--- src/design/hotp_code_generator_macros.svh ---
// Assertion helpers for the HOTP generator.
`ifndef HOTP_CODE_GENERATOR_MACROS_SVH
`define HOTP_CODE_GENERATOR_MACROS_SVH

// Same-cycle implication, off during reset.
`define HOTP_ASSERT_IMPL(label, ante, cons, msg) \
   label: assert property (@(posedge clock) disable iff (reset) (ante) |-> (cons)) \
      else $error(msg);

// Next-cycle implication, off during reset.
`define HOTP_ASSERT_NEXT(label, ante, cons, msg) \
   label: assert property (@(posedge clock) disable iff (reset) (ante) |=> (cons)) \
      else $error(msg);

`endif

--- src/design/hotp_pkg.sv ---
`timescale 1ns / 1ps
package hotp_pkg;

   localparam int ROUNDS        = 80;
   localparam int KEY_MAX_BYTES = 32;
   localparam int KEY_REG_BYTES = 32;
   localparam int CODE_BITS     = 31;

   typedef logic [4:0][31:0]  state_type;  // [4] = a / h0
   typedef logic [15:0][31:0] win_type;    // [0] = current schedule word

   typedef struct packed {
      logic      ready;
      state_type inner;
      state_type outer;
   } midstate_type;

   localparam logic [2:0] CSR_KEY0   = 3'd0;
   localparam logic [2:0] CSR_KEY1   = 3'd1;
   localparam logic [2:0] CSR_KEY2   = 3'd2;
   localparam logic [2:0] CSR_KEY3   = 3'd3;
   localparam logic [2:0] CSR_KEYLEN = 3'd4;
   localparam logic [2:0] CSR_DIGITS = 3'd5;

   localparam state_type SHA1_IV = {32'h67452301, 32'hEFCDAB89, 32'h98BADCFE,
                                    32'h10325476, 32'hC3D2E1F0};
   localparam win_type IPAD = {16{32'h36363636}};
   localparam win_type OPAD = {16{32'h5C5C5C5C}};

   function automatic state_type sha1_round(state_type s, logic [31:0] w,
                                            logic [6:0] idx);
      logic [31:0] a, b, c, d, e, f, k, t;
      state_type r;
      a = s[4]; b = s[3]; c = s[2]; d = s[1]; e = s[0];
      if (idx < 7'd20) begin
         f = (b & c) | (~b & d);  k = 32'h5A827999;
      end else if (idx < 7'd40) begin
         f = b ^ c ^ d;           k = 32'h6ED9EBA1;
      end else if (idx < 7'd60) begin
         f = (b & c) | (b & d) | (c & d); k = 32'h8F1BBCDC;
      end else begin
         f = b ^ c ^ d;           k = 32'hCA62C1D6;
      end
      t = {a[26:0], a[31:27]} + f + e + k + w;
      r[4] = t; r[3] = a; r[2] = {b[1:0], b[31:2]}; r[1] = c; r[0] = d;
      return r;
   endfunction

   function automatic win_type sha1_sched(win_type w);
      logic [31:0] x;
      x = w[13] ^ w[8] ^ w[2] ^ w[0];
      return win_type'({{x[30:0], x[31]}, w[15:1]});
   endfunction

   function automatic state_type sha1_add(state_type a, state_type b);
      state_type r;
      for (int i = 0; i < 5; i++) r[i] = a[i] + b[i];
      return r;
   endfunction

   // Second inner block: counter, pad bit, length 72 bytes
   function automatic win_type inner_block(logic [63:0] ctr);
      win_type w;
      w = '0;
      w[0] = ctr[63:32]; w[1] = ctr[31:0]; w[2] = 32'h80000000; w[15] = 32'd576;
      return w;
   endfunction

   // Second outer block: inner digest, pad bit, length 84 bytes
   function automatic win_type outer_block(state_type d);
      win_type w;
      w = '0;
      w[0] = d[4]; w[1] = d[3]; w[2] = d[2]; w[3] = d[1]; w[4] = d[0];
      w[5] = 32'h80000000; w[15] = 32'd672;
      return w;
   endfunction

   function automatic logic [29:0] pow10(logic [3:0] n);
      logic [29:0] r;
      case (n)
         4'd0: r = 30'd1;
         4'd1: r = 30'd10;
         4'd2: r = 30'd100;
         4'd3: r = 30'd1000;
         4'd4: r = 30'd10000;
         4'd5: r = 30'd100000;
         4'd6: r = 30'd1000000;
         4'd7: r = 30'd10000000;
         4'd8: r = 30'd100000000;
         default: r = 30'd1000000000;
      endcase
      return r;
   endfunction

endpackage

--- src/design/hotp_key_sched.sv ---
`timescale 1ns / 1ps
module hotp_key_sched (
   input  logic                  clock,
   input  logic                  reset,
   input  logic                  restart,
   input  logic [255:0]          key,
   input  logic [5:0]            key_length,
   output hotp_pkg::midstate_type mid
);
   import hotp_pkg::*;

   typedef enum logic [2:0] {
      ST_LOAD_IN, ST_RUN_IN, ST_LOAD_OUT, ST_RUN_OUT, ST_DONE
   } phase_type;

   phase_type   state_ff;
   logic [6:0]  cnt_ff;
   state_type   st_ff, mid_i_ff, mid_o_ff, st_in;
   win_type     win_ff, kblock;
   logic [5:0]  klen;

   assign klen = (key_length > 6'(KEY_MAX_BYTES)) ? 6'(KEY_MAX_BYTES) : key_length;

   // zero-padded key block, bytes past the length cleared
   for (genvar b = 0; b < 64; b++) begin : g_kbyte
      if (b < KEY_REG_BYTES) begin : g_reg
         assign kblock[b/4][31-8*(b%4) -: 8] =
            (6'(b) < klen) ? key[255-8*b -: 8] : 8'h00;
      end else begin : g_zero
         assign kblock[b/4][31-8*(b%4) -: 8] = 8'h00;
      end
   end

   assign st_in = sha1_round(st_ff, win_ff[0], cnt_ff);

   always_ff @(posedge clock) begin
      if (reset) begin
         state_ff <= ST_LOAD_IN;
         cnt_ff   <= '0;
      end else if (restart) begin
         state_ff <= ST_LOAD_IN;
      end else begin
         unique case (state_ff)
            ST_LOAD_IN, ST_LOAD_OUT: begin
               st_ff    <= SHA1_IV;
               win_ff   <= kblock ^ ((state_ff == ST_LOAD_IN) ? IPAD : OPAD);
               cnt_ff   <= '0;
               state_ff <= (state_ff == ST_LOAD_IN) ? ST_RUN_IN : ST_RUN_OUT;
            end
            ST_RUN_IN, ST_RUN_OUT: begin
               st_ff  <= st_in;
               win_ff <= sha1_sched(win_ff);
               cnt_ff <= cnt_ff + 7'd1;
               if (cnt_ff == 7'(ROUNDS - 1)) begin
                  if (state_ff == ST_RUN_IN) begin
                     mid_i_ff <= sha1_add(SHA1_IV, st_in);
                     state_ff <= ST_LOAD_OUT;
                  end else begin
                     mid_o_ff <= sha1_add(SHA1_IV, st_in);
                     state_ff <= ST_DONE;
                  end
               end
            end
            ST_DONE: state_ff <= ST_DONE;
            default: state_ff <= ST_LOAD_IN;
         endcase
      end
   end

   assign mid.ready = (state_ff == ST_DONE);
   assign mid.inner = mid_i_ff;
   assign mid.outer = mid_o_ff;

endmodule

--- config.mk ---
export PLATFORM = sky130hd
export DESIGN_NAME = hotp_key_sched
export DESIGN_NICKNAME = d
export VERILOG_FILES = /design/src/design/hotp_code_generator_macros.svh /design/src/design/hotp_pkg.sv /design/src/design/hotp_key_sched.sv
export SDC_FILE = /design/constraint.sdc
export NUM_CORES = 2
export LEC_CHECK = 0
export BUFFER_PORTS_ARGS = -buffer_cell sky130_fd_sc_hd__buf_2
export CAP_MARGIN = 20
export CORE_ASPECT_RATIO = 0.9
export CORE_UTILIZATION = 50
export DETAILED_ROUTE_END_ITERATION = 8
export PLACE_DENSITY = 0.7
export SYNTH_ARGS = -nofsm -noshare
export SYNTH_HDL_FRONTEND = slang
export SYNTH_SLANG_ARGS = --single-unit
--- constraint.sdc ---
create_clock -name clock -period 36.1 [get_ports clock]
set_input_delay 9.025 -clock clock [delete_from_list [all_inputs] [get_ports clock]]
set_output_delay 9.025 -clock clock [all_outputs]
set_load 0.02 [all_outputs]
==> results.toml <==
[setup_path]
path_max_fanout = 96
crit_path_end_kind = "flop"
cp_common_cell = "buf_4"
slowest_delay_ns = 0.91
crit_type = "primary input to flop"
cp.arrival_ns = 12.08
critPathLaunchType = "primary input"
critical_path_required_ns = 36.39
cp-startpoint = "restart"
path_cells = "buf_2 > or3_1 > inv_8 > buf_4 > buf_4"
crit_family = "buffers and inverters"
slowest_stage = "buf_4"
timing.rr.start = "cnt_ff[4]"
crit_buf_inv = 4

[hold_path]
hold_start = "win_ff[338]"
hold_class = "flop to flop"

[final_layout]
final_nets = 4721
fillCellCount = 7680
seq_area_um2 = 30000
area_delta_synth_final_pct = 15.8
drive_above_1_share_pct = 18.5
utilization_pct = 58.5
multi_input_area_um2 = 15900

[clock_tree]
cts_sinks = 1002
cts_buffers = 102
clkTransAtPathRegs_ns = 0.06
clockBufferDepth = 3
clk-insertion-delay-late_ns = 0.68
cts_setup_buffers = 0
holdBufCountCts = 0
htreeDepth = 3
tritoncts = "done"
root_buffer = "clkbuf_16"
cts.repair.resized = 0

[timing]
min_period_over_period_pct = 32.6
max_slew_margin_pct = 26.4
timing.fmax_mhz = 84.8
whs_ns = 0.498
rsz0062_at_grt = "false"
finalHoldViolCount = 0
tightest_slew_ns = 1.10
setup_viol_count_final = 0
worst_clock_skew_ns = 0.0252
maxSlewViolCount = 0
tns_ns = 0
fin_crit_ns = 11.79

[logic_synthesis]
synth.cell_area_um2 = 47000
synth_warnings = 0
synth_top_family_by_area = "simple AND/OR/NAND/NOR gates"
synthAdderAreaFrac_pct = 6.22
avgSynthCellArea_um2 = 12.5
synth-xor-area-share_pct = 7.39
synth-compound-area-share_pct = 6.27
synthCells = 3754
synth_area_leaders = "edfxtp_1 63%, xnor2_1 5.6%, fa_1 5.1%"
synth_flop_cell = "edfxtp_1"
ys_ff_latch = 1002
ys_seq_area_share_pct = 63.7
synth_cell_types = 75
yosys.area.top_type_share_pct = 63.3
synth-simple-area-share_pct = 13.2
synth-async-reset-ratio_pct = 0
yosysMostFrequentCell = "edfxtp_1"
synth_edf_count = 992
synthMuxAreaShare_pct = 0.657
synth_fp_nets = 4181
synthTopCellsByCount = "992 x edfxtp_1, 577 x nand2_1, 365 x nor2_1, 301 x xnor2_1, 151 x clkbuf_1"
yosys.area.top_type = "edfxtp_1"

[route]
dr.pass1.iters = 6
wl_mm = 128
vias_per_cell = 5.41
wl_per_cell_um = 22.8
ant_nets = 0
vias = 30404
drc = 0
drtIter0Drc = 3121

[place]
portBuffers = 585
place.gp.congestion = 0.920
hpwl_mm = 93.9

[floorplanning]
ios = 586
die_w_um = 325
fp.coreArea_um2 = 93100
row_count = 106
die_h_um = 293
die-area_um2 = 95300
initial_core_util_pct = 50.5

[grt]
grt_pass1_vias = 29056
track_usage_pct = 26.7
gr-total-overflow = 0
grt_pass1_wl_mm = 187
grt_max_degree = 242
antenna_found_initial = 13

[power_and_ir_drop]
p_leak_uw = 0.0201
power_density_nw_per_um2 = 62.4
irDropWorstVdd_mv = 0.0381

[run]
drv_cap = 0

[outcome]
outcome = "complete, no violations"
-- final timing paths --
kind	to	slack, ns	cells after the start
setup / recovery	win_ff[181]	24.31	5
hold / removal	win_ff[306]	0.50	1
setup reg to reg	mid[305]	28.37	20
hold reg to reg	win_ff[306]	0.50	1
-- placed cells by master, fill, tap and decap left out, types with 21 or more instances in the layout --
master / netlist / layout
buf_2: 6 / 585
nand2b_1: 128 / 127
and2_1: 123 / 123
a31oi_1: 68 / 68
a21oi_1: 130 / 130
clkbuf_16: 0 / 103
o21ai_0: 121 / 121
xor2_1: 92 / 92
mux2i_1: 23 / 23
edfxtp_1: 992 / 992
nor3_1: 24 / 23
inv_1: 141 / 140
clkinv_1: 0 / 21
nand2_1: 577 / 577
nand3_1: 77 / 77
fa_1: 120 / 120
nor2_1: 365 / 364
xnor2_1: 301 / 301
ha_1: 42 / 42
a21o_1: 31 / 31
clkbuf_1: 151 / 23
buf_4: 0 / 22
-- flip-flops by register name, summed over array words and instances, names as in the netlist --
signal and cells:
cnt_ff 7, mid 320, st_ff 160, win_ff 512
state_ff 3
-- report_power, final --
group / total, µW / leakage (µW) / internal, µW / switching, µW
sequential: 1440 / 0.00899 / 1400 / 34.1
clock: 1060 / 0.00160 / 604 / 458
combinational: 900 / 0.00954 / 314 / 586
total: 3400 / 0.0201 / 2320 / 1080
-- metrics by stage --
| stage | std cells | power (µW) | setup WS [ns] | area (µm²) |
|---|---|---|---|---|
| finish | 5624 | 3400 | 24.31 | 54500 |
| global route | 5620 | 3550 | 24.09 | 54500 |
| CTS | 5619 | 3420 | 24.32 | 54500 |
| detailed placement | 5432 | 2360 | 23.59 | 51200 |
| global placement | 5432 | 2350 | 23.64 | 51200 |
| floorplan | 3754 | 2080 | 5.64 | 47000 |
-- per-layer routing --
layer  vias to the layer above  global-route usage (%)  routed length (µm)
met4                        10                    7.19                3350
li1                      14139                       -                   -
met1                     14848                    36.7               53500
met2                      1217                    43.5               61400
met5                         -                       0                  68
met3                       190                    5.21                9940
-- cell type report --
cell class                      count  area share, %
Clock inverter                     61           1.17
Multi-Input combinational cell   2435           29.2
Clock buffer                      126           4.89
Antenna cell                        5         0.0230
Tap cell                         1242           2.85
Timing Repair Buffer              611           5.83
Sequential cell                  1002           55.1
Inverter                          142          0.992
-- logic make-up after synthesis --
| logic type | after synthesis |
|---|---|
| and+or+nand+nor | 1378 |
| DFF | 1002 |
| muxes | 30 |
| xor gates and xnor gates | 395 |
| AOI/OAI and AO/OA | 470 |
| buffers and inverters | 317 |
| adders and majority gates | 162 |
No activity file was read; power rests on OpenSTA's default activity.
