$ cat src/design/hotp_code_generator_macros.svh
// Assertion helpers for the HOTP generator.
`ifndef HOTP_CODE_GENERATOR_MACROS_SVH
`define HOTP_CODE_GENERATOR_MACROS_SVH

// Same-cycle implication, off during reset.
`define HOTP_ASSERT_IMPL(label, ante, cons, msg) \
   label: assert property (@(posedge clock) disable iff (reset) (ante) |-> (cons)) \
      else $error(msg);

// Next-cycle implication, off during reset.
`define HOTP_ASSERT_NEXT(label, ante, cons, msg) \
   label: assert property (@(posedge clock) disable iff (reset) (ante) |=> (cons)) \
      else $error(msg);

`endif

$ cat src/design/hotp_pkg.sv
`timescale 1ns / 1ps
package hotp_pkg;

   localparam int ROUNDS        = 80;
   localparam int KEY_MAX_BYTES = 32;
   localparam int KEY_REG_BYTES = 32;
   localparam int CODE_BITS     = 31;

   typedef logic [4:0][31:0]  state_type;  // [4] = a / h0
   typedef logic [15:0][31:0] win_type;    // [0] = current schedule word

   typedef struct packed {
      logic      ready;
      state_type inner;
      state_type outer;
   } midstate_type;

   localparam logic [2:0] CSR_KEY0   = 3'd0;
   localparam logic [2:0] CSR_KEY1   = 3'd1;
   localparam logic [2:0] CSR_KEY2   = 3'd2;
   localparam logic [2:0] CSR_KEY3   = 3'd3;
   localparam logic [2:0] CSR_KEYLEN = 3'd4;
   localparam logic [2:0] CSR_DIGITS = 3'd5;

   localparam state_type SHA1_IV = {32'h67452301, 32'hEFCDAB89, 32'h98BADCFE,
                                    32'h10325476, 32'hC3D2E1F0};
   localparam win_type IPAD = {16{32'h36363636}};
   localparam win_type OPAD = {16{32'h5C5C5C5C}};

   function automatic state_type sha1_round(state_type s, logic [31:0] w,
                                            logic [6:0] idx);
      logic [31:0] a, b, c, d, e, f, k, t;
      state_type r;
      a = s[4]; b = s[3]; c = s[2]; d = s[1]; e = s[0];
      if (idx < 7'd20) begin
         f = (b & c) | (~b & d);  k = 32'h5A827999;
      end else if (idx < 7'd40) begin
         f = b ^ c ^ d;           k = 32'h6ED9EBA1;
      end else if (idx < 7'd60) begin
         f = (b & c) | (b & d) | (c & d); k = 32'h8F1BBCDC;
      end else begin
         f = b ^ c ^ d;           k = 32'hCA62C1D6;
      end
      t = {a[26:0], a[31:27]} + f + e + k + w;
      r[4] = t; r[3] = a; r[2] = {b[1:0], b[31:2]}; r[1] = c; r[0] = d;
      return r;
   endfunction

   function automatic win_type sha1_sched(win_type w);
      logic [31:0] x;
      x = w[13] ^ w[8] ^ w[2] ^ w[0];
      return win_type'({{x[30:0], x[31]}, w[15:1]});
   endfunction

   function automatic state_type sha1_add(state_type a, state_type b);
      state_type r;
      for (int i = 0; i < 5; i++) r[i] = a[i] + b[i];
      return r;
   endfunction

   // Second inner block: counter, pad bit, length 72 bytes
   function automatic win_type inner_block(logic [63:0] ctr);
      win_type w;
      w = '0;
      w[0] = ctr[63:32]; w[1] = ctr[31:0]; w[2] = 32'h80000000; w[15] = 32'd576;
      return w;
   endfunction

   // Second outer block: inner digest, pad bit, length 84 bytes
   function automatic win_type outer_block(state_type d);
      win_type w;
      w = '0;
      w[0] = d[4]; w[1] = d[3]; w[2] = d[2]; w[3] = d[1]; w[4] = d[0];
      w[5] = 32'h80000000; w[15] = 32'd672;
      return w;
   endfunction

   function automatic logic [29:0] pow10(logic [3:0] n);
      logic [29:0] r;
      case (n)
         4'd0: r = 30'd1;
         4'd1: r = 30'd10;
         4'd2: r = 30'd100;
         4'd3: r = 30'd1000;
         4'd4: r = 30'd10000;
         4'd5: r = 30'd100000;
         4'd6: r = 30'd1000000;
         4'd7: r = 30'd10000000;
         4'd8: r = 30'd100000000;
         default: r = 30'd1000000000;
      endcase
      return r;
   endfunction

endpackage

$ cat src/design/hotp_trunc_mod.sv
`timescale 1ns / 1ps
module hotp_trunc_mod (
   input  logic                clock,
   input  logic                reset,
   input  logic                en,
   input  logic                in_valid,
   input  hotp_pkg::state_type digest,
   input  logic [29:0]         modulus,
   output logic                out_valid,
   output logic [29:0]         out_password
);
   import hotp_pkg::*;

   logic [159:0]          shifted;
   logic                  vld_ff  [0:CODE_BITS];
   logic [29:0]           rem_ff  [0:CODE_BITS];
   logic [CODE_BITS-1:0]  code_ff [0:CODE_BITS-1];

   // dynamic truncation: offset from low nibble of the last byte
   assign shifted = digest << {digest[0][3:0], 3'b000};

   always_ff @(posedge clock) begin
      if (reset) begin
         for (int k = 0; k <= CODE_BITS; k++) vld_ff[k] <= 1'b0;
      end else if (en) begin
         vld_ff[0] <= in_valid;
         for (int k = 0; k < CODE_BITS; k++) vld_ff[k+1] <= vld_ff[k];
      end
   end

   always_ff @(posedge clock) begin
      if (en) begin
         code_ff[0] <= shifted[158:128];
         rem_ff[0]  <= '0;
      end
   end

   // restoring remainder, one code bit per stage, MSB first
   for (genvar k = 0; k < CODE_BITS; k++) begin : g_mod
      logic [30:0] trial;
      assign trial = {rem_ff[k], code_ff[k][CODE_BITS-1-k]};
      always_ff @(posedge clock) begin
         if (en) begin
            if (trial >= {1'b0, modulus}) rem_ff[k+1] <= 30'(trial - {1'b0, modulus});
            else                         rem_ff[k+1] <= trial[29:0];
         end
      end
      if (k < CODE_BITS - 1) begin : g_fwd
         always_ff @(posedge clock) begin
            if (en) code_ff[k+1] <= code_ff[k];
         end
      end
   end

   assign out_valid    = vld_ff[CODE_BITS];
   assign out_password = rem_ff[CODE_BITS];

endmodule

$ cat config.mk
export PLATFORM = sky130hd
export DESIGN_NAME = hotp_trunc_mod
export DESIGN_NICKNAME = d
export VERILOG_FILES = /design/src/design/hotp_code_generator_macros.svh /design/src/design/hotp_pkg.sv /design/src/design/hotp_trunc_mod.sv
export SDC_FILE = /design/constraint.sdc
export NUM_CORES = 2
export LEC_CHECK = 0
export BUFFER_PORTS_ARGS = -buffer_cell sky130_fd_sc_hd__buf_4
export CORE_ASPECT_RATIO = 0.9
export CORE_MARGIN = 4
export CORE_UTILIZATION = 65
export DETAILED_ROUTE_END_ITERATION = 10
export PLACE_DENSITY = 0.88
export SLEW_MARGIN = 20
export SYNTH_ARGS = -nofsm -noshare
export SYNTH_HDL_FRONTEND = slang
export SYNTH_SLANG_ARGS = --single-unit
$ cat constraint.sdc
create_clock -name clock -period 6 [get_ports clock]
set_input_delay 1.2 -clock clock [delete_from_list [all_inputs] [get_ports clock]]
set_output_delay 1.2 -clock clock [all_outputs]
set_load 0.02 [all_outputs]
==> flow_metrics.py <==
metrics = {
    "final_layout": {
        "layout_common_cells": "edfxtp_1, a21oi_1, ha_1",
        "mostFrequentLayoutCell": "edfxtp_1",
        "syn_to_final_growth_pct": 9.86,
        "fin_nets": 11500,
        "drive_gt1_share_pct": 11.3,
        "nFillCells": 11100,
    },
    "pwr": {
        "leakage_nw": 45.6,
        "pwr-share-comb_pct": 54.3,
        "clkPwrFrac_pct": 15.3,
        "p_sw_share_pct": 41.5,
        "p_int_mw": 36.9,
        "switchingPower_mw": 26.2,
        "ir_worst_vdd_mv": 0.508,
        "power_per_cell_area_nw_per_um2": 552,
        "power.total_mw": 63.0,
        "power.share.sequential_pct": 30.4,
    },
    "critical_path": {
        "cpMaxStageDelayCell": "inv_2",
        "cp_top_family": "compound AO/OA/AOI/OAI gates",
        "crit_start": "modulus[7]",
        "start_kind": "primary input",
        "crit_chain": "buf_4 -> inv_2 -> buf_4 -> ha_1 -> o2111a_1 -> o21ai_0 -> a31oi_1 -> o211ai_1 -> a21oi_1 -> a211oi_2 -> o21ai_1 -> a41oi_4 -> buf_12 -> o21ai_0",
        "max_stage_delay_ns": 0.75,
        "cp_max_fo": 32,
        "cp.required_ns": 6.50,
        "arrival_ns": 5.26,
        "end_kind": "flip-flop",
        "critPathKind": "in2reg",
        "crit_buf_inv": 4,
        "reg2reg_from": "code_ff[1][404]",
    },
    "clock_tree": {
        "clk_latency_ns": 0.81,
        "cts_tree": "built",
        "clk_pin_slew_ns": 0.07,
        "post_cts_buffers": 0,
        "clock-sinks": 1458,
        "clock_path_buffers": 3,
        "hold_buffers": 0,
        "htree_levels": 4,
        "clockRootBuffer": "clkbuf_16",
        "cts_made_buffers": 157,
        "postCtsResizedCells": 0,
    },
    "logic_synthesis": {
        "synth_cell_types": 102,
        "synth_ff_type": "edfxtp_1",
        "synth.ff_latch_count": 1458,
        "yosysSeqAreaShare_pct": 42.1,
        "synth_nets": 11300,
        "synthArstFlopShare_pct": 0,
        "syn_area_um2": 104000,
        "synth.yosys.warnings": 0,
        "synth_cells": 10100,
        "synth_edf_count": 1458,
        "avgSynthCellArea_um2": 10.3,
    },
    "grt": {
        "overflow": 0,
        "grt_usage_pct": 35.0,
        "grt_max_degree": 189,
        "antenna_found_initial": 10,
        "grt_pass1_wl_mm": 457,
        "grt_pass1_vias": 79900,
    },
    "floorplanning": {
        "initial_utilization_pct": 65.8,
        "core_area_um2": 158000,
        "die_h_um": 387,
        "die_w_um": 429,
        "io_pins": 225,
        "die_area_um2": 166000,
        "rows": 138,
    },
    "routing": {
        "wl_met3_mm": 26.8,
        "drtIter0Drc": 9149,
        "dr.pass1.iters": 6,
        "top_layer_used": "met5",
        "routed_wl_mm": 300,
        "drc": 0,
        "vias": 83800,
        "wl_per_cell_um": 23.8,
        "vias_per_cell": 6.66,
        "drtAntennaViolNets": 0,
        "wl_met2_mm": 136,
        "met1_length_mm": 121,
    },
    "sta": {
        "tightest_slew_ns": 1.16,
        "relSlewSlack_pct": 22.9,
        "finalHoldViolCount": 0,
        "finalCriticalPeriod_ns": 4.76,
        "finalSetupViolCount": 0,
        "rsz0062_at_grt": "false",
        "slew_violations": 0,
        "tns_ns": 0,
        "timing.final.ws_setup_ns": 1.24,
        "post-route-period-util_pct": 79.3,
        "clock_skew_ns": 0.0321,
        "fmax_mhz": 210,
        "holdWs_ns": 0.407,
    },
    "run": {
        "cap_violations": 0,
    },
    "placement": {
        "gp_congestion": 0.962,
        "pre_cts_ws_ns": 0.548,
        "post-dp-hpwl_mm": 220,
        "portBuffers": 219,
    },
    "hold_path": {
        "min-delay-start": "code_ff[0][129]",
        "min_path_type": "reg2reg",
    },
    "run_status": {
        "status": "completed",
    },
}
[cell usage after synthesis, drive strengths merged, types with 30 or more instances]
library cell | number | share of area [%]
buf | 111 | 0.54
nor4 | 36 | 0.22
or3 | 54 | 0.33
a21oi | 979 | 4.7
o21a | 138 | 1.0
o31ai | 68 | 0.50
a211oi | 65 | 0.48
nand2 | 874 | 3.2
and2 | 43 | 0.26
nor2b | 143 | 0.86
mux4 | 128 | 2.8
edfxtp | 1458 | 42
ha | 902 | 11
xnor2 | 433 | 3.6
nor3 | 170 | 0.82
o211ai | 58 | 0.42
nand4 | 140 | 0.84
o31a | 30 | 0.25
nor2 | 745 | 2.7
o21ai | 759 | 3.7
a21o | 445 | 3.2
o21bai | 67 | 0.49
nand2b | 138 | 0.83
fa | 30 | 0.58
a31oi | 103 | 0.63
mux2 | 301 | 3.3
or2 | 43 | 0.26
nand3 | 204 | 0.98
clkbuf | 240 | 0.87
a21boi | 38 | 0.27
mux2i | 62 | 0.60
xor2 | 315 | 2.7
inv | 323 | 1.2
and3 | 107 | 0.65
[per-stage QoR]
stage	util [%]	cells	instance area, um^2
after global routing	72.3	12600	114000
after CTS	72.2	12600	114000
after floorplan	-	10100	104000
after global placement	69.0	12300	109000
final	72.3	12600	114000
after detailed placement	69.0	12300	109000
[registers in the layout, summed over array words and instances, names as in the netlist]
register	flops
vld_ff	32
code_ff	496
rem_ff	930
[per-layer routing]
layer | GRT usage, % | up-vias
met5 | 0 | -
met4 | 17.0 | 6
met3 | 5.65 | 921
met2 | 55.2 | 4322
met1 | 47.5 | 39800
li1 | - | 38800
[power by group through the flow]
stage / sequential [mW] / combinational, mW / clock, mW
after CTS: 19.1 / 33.6 / 9.77
after global routing: 19.3 / 37.5 / 10.2
after detailed placement: 19.2 / 33.1 / 0
after global placement: 19.1 / 32.3 / 0
after floorplan: 18.0 / 25.5 / 0
final: 19.1 / 34.2 / 9.68
[layout make-up]
type	instances	area, um^2	share of cell area [%]
Multi-Input combinational cell	8003	57700	50.5
Antenna cell	1	2.50	0.00219
Sequential cell	1458	43800	38.3
Tap cell	2100	2630	2.30
Clock inverter	95	911	0.798
Clock buffer	191	4120	3.61
Timing Repair Buffer	421	3850	3.37
Inverter	323	1210	1.06
[path summary, 6_finish.rpt]
check                                       end  slack, ns  cells after the start
worst min register to register  code_ff[0][160]       0.41                      0
worst min-delay path            code_ff[0][160]       0.41                      0
worst max register to register   rem_ff[1][448]       1.99                     13
worst max-delay path             rem_ff[1][401]       1.24                     14
[cell families (layout without fill, tap and decap cells)]
group	Yosys count	count (layout)	synth area share (%)
compound gates	3033	3033	18.2
flops	1458	1458	42.1
mux	491	491	6.66
other cells	0	1	0
simple gates	2799	2799	12.7
buf+inv	674	1030	2.57
xor+xnor	748	748	6.30
fa+ha+maj	932	932	11.4
(Power assumes the default switching activity.)
